File: config.mk
export PLATFORM = sky130hd
export DESIGN_NAME = plwc_cell
export DESIGN_NICKNAME = d
export VERILOG_FILES = /design/src/design/positional_list_with_capacity_top_macros.svh /design/src/design/plwc_pkg.sv /design/src/design/plwc_cell.sv
export SDC_FILE = /design/constraint.sdc
export NUM_CORES = 1
export LEC_CHECK = 0
export BUFFER_PORTS_ARGS = -buffer_cell sky130_fd_sc_hd__buf_2
export CAP_MARGIN = 20
export CELL_PAD_IN_SITES_DETAIL_PLACEMENT = 1
export CELL_PAD_IN_SITES_GLOBAL_PLACEMENT = 1
export CORE_MARGIN = 8
export CORE_UTILIZATION = 33
export DETAILED_ROUTE_END_ITERATION = 16
export HOLD_SLACK_MARGIN = 0.05
export PLACE_DENSITY = 0.84
export SYNTH_ARGS = -nofsm -noshare
export SYNTH_HDL_FRONTEND = slang
export SYNTH_SLANG_ARGS = --single-unit
File: constraint.sdc
create_clock -name clk_i -period 1.8 [get_ports clk_i]
set_clock_uncertainty 0.15 [all_clocks]
set_input_delay 0.27 -clock clk_i [delete_from_list [all_inputs] [get_ports clk_i]]
set_output_delay 0.27 -clock clk_i [all_outputs]
set_load 0.05 [all_outputs]
File: src/design/positional_list_with_capacity_top_macros.svh
// ----------------------------------------------------------------------------
// Assertion macros shared by the positional list design.
// ----------------------------------------------------------------------------
`ifndef POSITIONAL_LIST_WITH_CAPACITY_TOP_MACROS_SVH
`define POSITIONAL_LIST_WITH_CAPACITY_TOP_MACROS_SVH

// Checks that a property holds at every clock edge outside reset.
`define PLWC_ASSERT(lbl, clk, rst_n, prop, msg) \
  lbl: assert property (@(posedge clk) disable iff (!rst_n) (prop)) else $error(msg);

// Checks that a condition in one cycle implies another in the next cycle.
`define PLWC_ASSERT_NEXT(lbl, clk, rst_n, ante, cons, msg) \
  lbl: assert property (@(posedge clk) disable iff (!rst_n) (ante) |=> (cons)) \
    else $error(msg);

`endif

File: src/design/plwc_pkg.sv
// ----------------------------------------------------------------------------
// plwc_pkg
// Types and constants of the positional list with a capacity figure.
// ----------------------------------------------------------------------------
package plwc_pkg;

  // Storage geometry.
  localparam int unsigned DEPTH        = 64;
  localparam int unsigned MIN_CAPACITY = 4;
  localparam int unsigned DATA_W       = 32;
  localparam int unsigned IDX_W        = $clog2(DEPTH);
  localparam int unsigned CNT_W        = $clog2(DEPTH + 1);

  // Fixed field widths of the request and response.
  localparam int unsigned POS_W   = 7;
  localparam int unsigned VALUE_W = 32;
  localparam int unsigned FCNT_W  = 7;

  // Width used for comparing positions with indexes and counts.
  localparam int unsigned CMP_W = (POS_W > CNT_W) ? POS_W : CNT_W;

  typedef enum logic [1:0] {
    OP_INSERT  = 2'd0,
    OP_REPLACE = 2'd1,
    OP_ACCESS  = 2'd2,
    OP_REMOVE  = 2'd3
  } plwc_op_e;

  typedef enum logic [1:0] {
    ST_DONE    = 2'd0,
    ST_BAD_POS = 2'd1,
    ST_FULL    = 2'd2
  } plwc_status_e;

  typedef struct packed {
    plwc_op_e           operation;
    logic [POS_W-1:0]   position;
    logic [VALUE_W-1:0] value;
  } plwc_req_t;

  typedef struct packed {
    plwc_status_e       status;
    logic [VALUE_W-1:0] entry_out;
    logic [FCNT_W-1:0]  entry_count;
    logic [FCNT_W-1:0]  capacity_now;
  } plwc_rsp_t;

  // Control broadcast to every cell of the chain.
  typedef struct packed {
    logic              ins_en;
    logic              rep_en;
    logic              rem_en;
    logic [CMP_W-1:0]  position;
    logic [CMP_W-1:0]  count;
    logic [DATA_W-1:0] value;
  } plwc_cell_ctrl_t;

endpackage

File: src/design/plwc_cell.sv
// ----------------------------------------------------------------------------
// plwc_cell
// One list slot: holds an entry and shifts it to or from its neighbors.
// ----------------------------------------------------------------------------
module plwc_cell (
  input  logic                              clk_i,
  input  logic                              rst_ni,
  input  logic [plwc_pkg::IDX_W-1:0]        index_i,
  input  plwc_pkg::plwc_cell_ctrl_t         ctrl_i,
  input  logic [plwc_pkg::DATA_W-1:0]       left_i,
  input  logic [plwc_pkg::DATA_W-1:0]       right_i,
  output logic [plwc_pkg::DATA_W-1:0]       entry_o,
  output logic [plwc_pkg::DATA_W-1:0]       read_o
);
  import plwc_pkg::*;

  logic [DATA_W-1:0] entry_q, entry_d;
  logic [CMP_W-1:0]  idx;
  logic [CMP_W-1:0]  idx_next;
  logic              hit;

  assign idx      = CMP_W'(index_i);
  assign idx_next = idx + CMP_W'(1);
  assign hit      = (idx == ctrl_i.position);

  // Next entry: shift up on insert, shift down on remove (clearing the old last entry), write on hit.
  always_comb begin
    entry_d = entry_q;
    if (ctrl_i.ins_en) begin
      if (idx > ctrl_i.position && idx <= ctrl_i.count) begin
        entry_d = left_i;
      end else if (hit) begin
        entry_d = ctrl_i.value;
      end
    end else if (ctrl_i.rep_en) begin
      if (hit) begin
        entry_d = ctrl_i.value;
      end
    end else if (ctrl_i.rem_en) begin
      if (idx >= ctrl_i.position && idx_next < ctrl_i.count) begin
        entry_d = right_i;
      end else if (idx_next == ctrl_i.count) begin
        entry_d = '0;
      end
    end
  end

  always_ff @(posedge clk_i or negedge rst_ni) begin
    if (!rst_ni) begin
      entry_q <= '0;
    end else begin
      entry_q <= entry_d;
    end
  end

  assign entry_o = entry_q;
  // Only the addressed cell contributes to the read bus.
  assign read_o  = hit ? entry_q : '0;

endmodule

== Word-level counts from Yosys, hierarchy flattened ==
Cells that the tools add are included.

* Flip-flop bits (word level): 32
* Output and inout port bits: 64

* Add/sub/neg operators: 1
* Magnitude comparators: 4
* Equal/unequal tests: 2
* Muxes and demuxes: 8
* Reduce and logical (&&, ||, !) cells: 5

{| class="wikitable"
|+ Operators with widths
! kind !! count
|-
| two-way mux 32 bit || 8
|-
| adder 6 x 1 -> 7 bit (second input constant) || 1
|-
| == test 6 x 7 -> 1 bit || 1
|-
| == test 7 bit || 1
|-
| >= comparator 6 x 7 -> 1 bit || 1
|-
| greater-than comparator 6 x 7 -> 1 bit || 1
|-
| <= comparator 6 x 7 -> 1 bit || 1
|-
| less-than comparator 7 bit || 1
|-
| nonzero test 4 bit || 1
|-
| nonzero test 3 bit || 1
|-
| logical AND 1 bit || 2
|-
| AND reduction 2 bit || 1
|}

== Longest topological paths before layout ==
* Depth after elaboration: 7
* Mapped depth: 11
* Gate-level depth less buffers: 10

== Worst setup path before layout ==
Ideal clock, no wire load.

* Kind: input to register
* Start: input index_i[0] in the netlist's numbering
* End: register entry_q[10], in the netlist entry_o[10]
* Arrival: 2,376 ps
* Required time: 1,524 ps
* Slack: -852 ps
* Stages: 10
* Path buffers: 1
* Path through: ha_1 -> and3_1 -> ha_1 -> and3_1 -> a221o_1 -> a31o_2 -> o21ai_4 -> clkbuf_1 -> a211o_1 -> o31ai_2

* Longest elaborated chain between the ends: 7

{| class="wikitable"
|+ RTL lines
! what !! line !! text
|-
| from (decl) || plwc_cell.sv:8 || <nowiki>input logic [plwc_pkg::IDX_W-1:0] index_i,</nowiki>
|-
| adder 6 x 1 -> 7 bit || plwc_cell.sv:23 || <nowiki>assign idx_next = idx + CMP_W'(1);</nowiki>
|-
| less-than comparator 7 bit || plwc_cell.sv:40 || <nowiki>if (idx >= ctrl_i.position && idx_next < ctrl_i.count) begin</nowiki>
|-
| logical AND 1 bit || plwc_cell.sv:40 ||
|-
| two-way mux 32 bit || plwc_cell.sv:40 ||
|-
| two-way mux 32 bit || plwc_cell.sv:39 || <nowiki>end else if (ctrl_i.rem_en) begin</nowiki>
|-
| two-way mux 32 bit || plwc_cell.sv:35 || <nowiki>end else if (ctrl_i.rep_en) begin</nowiki>
|-
| two-way mux 32 bit || plwc_cell.sv:29 || <nowiki>if (ctrl_i.ins_en) begin</nowiki>
|-
| to (signal assigned) || plwc_cell.sv:52 || <nowiki>entry_q <= entry_d;</nowiki>
|-
| to (decl) || plwc_cell.sv:17 || <nowiki>logic [DATA_W-1:0] entry_q, entry_d;</nowiki>
|}

Parallel ways exist; a longest one is shown, timed or not. The select of a mux whose other input is x is not followed.
A chain may end at the register's enable or synchronous reset.

== Final worst setup path ==
* Start: input index_i[2] in the netlist's numbering
* End: register entry_q[28], in the netlist entry_o[28]

The elaborated chain is that of the path after synthesis.

==> impl_metrics.env <==
export IMPL_status="finished with violations"
export IMPL_violations="setup timing"
export IMPL_cts_sinks=32
export IMPL_synth_edf_count=0
export IMPL_synthTopCellsByArea="dfrtp_1, o31ai_1, a211o_1"
export IMPL_wl_um=19800
export IMPL_post_route_drc_count=0
export IMPL_crit_chain="buf_6, and3_4, nand3_4, xnor2_2, ha_1, a21o_1, a221o_1, a31o_4, nor3_4, buf_6, clkbuf_16, a221oi_2, o31ai_1"
export IMPL_synth_cell_type_count=43
export IMPL_ctsLongestPathBuffers=2
export IMPL_netlist_top_cells_count="o31ai_1, inv_1, a211o_1, nand2_1"
export IMPL_cap_violations=0
export IMPL_fin_setup_tns_ps=-38410
export IMPL_finalCritPeriodShare_pct=145
export IMPL_endpoint_kind="flip-flop"
export IMPL_grt_pass1_wl_um=29500
export IMPL_largest_reg_flops=32
export IMPL_via_per_inst=6.00
export IMPL_grt_use_total_pct=25.0
export IMPL_yosysTopAreaCell="dfrtp_1"
export IMPL_leakagePower_nw=3.05
export IMPL_drtAntennaViolNets=0
export IMPL_cts_tree="built"
export IMPL_final_nets=823
export IMPL_seq_area_frac_synth_pct=21.9
export IMPL_drtIter0Drc=348
export IMPL_wire_per_inst_um=24.0
export IMPL_grt_max_degree=41
export IMPL_clk_root_buffer_cell="clkbuf_8"
export IMPL_rows=38
export IMPL_fp_dieH_um=121
export IMPL_drv_slew=0
export IMPL_slowest_stage="a221o_1"
export IMPL_powerDensity_nw_per_um2=621
export IMPL_synth_top_area_share_pct=21.9
export IMPL_synthFlopType="dfrtp_1"
export IMPL_dp_hpwl_um=13800
export IMPL_fmax_mhz=384
export IMPL_clk_latency_ps=290
export IMPL_pre_cts_ws_ps=-1090
export IMPL_pwr_share_comb_pct=61.9
export IMPL_coreArea_um2=10800
export IMPL_worst_slew_pin_slew_ps=556
export IMPL_start_util_pct=33.7
export IMPL_syn_cell_area_um2=3650
export IMPL_async_reset_ff_share_pct=100
export IMPL_cp_start_kind="primary input"
export IMPL_max_slew_margin_pct=62.5
export IMPL_crit_family="compound AO/OA/AOI/OAI gates"
export IMPL_die_area_um2=14700
export IMPL_min_path_type="in2reg"
export IMPL_htree_num_levels=2
export IMPL_worstPathArrival_ps=2630
export IMPL_antenna_found_initial=2
export IMPL_first_pass_iters=5
export IMPL_cp_buffers_inverters=3
export IMPL_power_mw=4.09
export IMPL_vias=4948
export IMPL_ios=185
export IMPL_intPower_mw=2.05
export IMPL_seq_power_share_pct=23.3
export IMPL_port_buffers=184
export IMPL_gp_congestion=0.893
export IMPL_swShare_pct=50.0
export IMPL_die_w_um=121
export IMPL_syn_num_nets=596
export IMPL_crit_fanout=5
export IMPL_crit_type="in2reg"
export IMPL_drive_above_1_share_pct=55.3
export IMPL_place_inst=785
export IMPL_yosysMostFrequentCell="o31ai_1"
export IMPL_area_growth_syn_to_layout_pct=80.5
export IMPL_cts_buffers=5
export IMPL_layout_setup_ws_ps=-803
export IMPL_critPathMostFrequentCell="buf_6"
export IMPL_setup_viol=64
export IMPL_p_sw_mw=2.05
export IMPL_grt_pass1_vias=5474
export IMPL_fin_cells=824
export IMPL_max_stage_delay_ps=360
export IMPL_ir_worst_vdd_uv=402
export IMPL_clockPowerShare_pct=14.9
export IMPL_hold_viol=0
export IMPL_yosys_warnings=0
export IMPL_worstPathRequired_ps=1830
export IMPL_rsz0062_at_grt="yes"
export IMPL_synth_seq_cells=32
export IMPL_post_route_min_period_ps=2600
export IMPL_synth_avg_cell_area_um2=8.02
export IMPL_path_clk_slew_ps=80
export IMPL_netlist_instances=455
export IMPL_gr_total_overflow=0
[timing repair]
action | in CTS | in global routing
setup endpoints to repair | 64 | 64
pin swaps | 15 | 25
endpoints found under the hold margin | 14 | 0
gates resized for setup | 123 | 31
buffers inserted | 13 | 12
hold buffers | 1 | 0
cloned | 5 | 3
[layout make-up]
class	instances	area, um^2
fill	1253	4250
inverter	47	196
timing repair buffer	272	2230
tap	140	175
clock buffer	6	82.6
sequential	32	801
antenna	1	2.50
multi-input combinational	324	3090
clock inverter	2	10.0
[worst paths after layout]
check                                             start                 endpoint  slack (ps)  depth (start not counted)
worst max-delay path                         index_i[2]  entry_o[28]$_DFFE_PN0P_        -800                         13
worst min-delay path                        right_i[30]  entry_o[30]$_DFFE_PN0P_         180                          3
worst max register to register  entry_o[27]$_DFFE_PN0P_  entry_o[27]$_DFFE_PN0P_         210                          4
worst min register to register   entry_o[4]$_DFFE_PN0P_   entry_o[4]$_DFFE_PN0P_         570                          3
max in group asynchronous                        rst_ni  entry_o[10]$_DFFE_PN0P_         550                          3
min in group asynchronous                        rst_ni  entry_o[24]$_DFFE_PN0P_         330                          2
[routing by layer]
layer	vias up	GRT usage (%)	routed length (um)
met5	-	0	13
met4	2	7.48	329
met3	28	5.03	1490
met2	238	46.0	10400
met1	2455	28.5	7610
li1	2225	-	-
[power by group through the flow]
stage               Combinational (mW)  Sequential, mW  Clock, mW
floorplan                         1.04            1.44          0
global route                      2.67           0.965      0.639
detailed placement                2.22           0.959          0
CTS                               2.41           0.946      0.616
finish                            2.53           0.953      0.609
global placement                  2.14           0.955          0
[through the flow]
step                      hold WS (ps)  cell area [um^2]  util [%]
after floorplan                   -176              4300         -
after global placement            49.0              5570      51.4
after detailed placement          60.0              5570      51.4
after CTS                          177              6360      58.6
after global routing               183              6590      60.8
final                              178              6590      60.8
[placed cells by master, fill, tap and decap left out, drive strengths merged, types with 2 or more instances in the layout]
cell type | netlist | routed
nor2b | 2 | 2
a21oi | 6 | 6
nand4b | 2 | 2
ha | 20 | 20
nor2 | 6 | 6
nand2b | 2 | 2
o21ai | 34 | 34
nand2 | 33 | 33
dfrtp | 32 | 32
nand3b | 2 | 2
and3 | 3 | 3
nor3 | 33 | 33
o22ai | 2 | 2
clkinv | 0 | 2
buf | 22 | 269
nand3 | 5 | 5
a211o | 33 | 33
inv | 47 | 47
xnor2 | 3 | 3
clkbuf | 30 | 8
or4 | 32 | 32
o31ai | 64 | 64
a221oi | 32 | 32
[logic make-up after synthesis]
family	count (synthesis)	share of synthesized area (%)
AO/OA/AOI/OAI	177	39.1
XOR/XNOR	4	0.960
adder cells (fa/ha/maj)	20	6.85
buffers and inverters	99	11.9
flip-flops	32	21.9
AND/OR/NAND/NOR	123	19.3
[worst register-to-register path, delay by kind of cell (launching register included)]
| kind | cells | cell delay (ps) |
|---|---|---|
| AOI/OAI and AO/OA | 3 | 860 |
| DFF | 1 | 370 |
| buffers and inverters | 1 | 100 |
No activity file was read; power rests on OpenSTA's default activity.
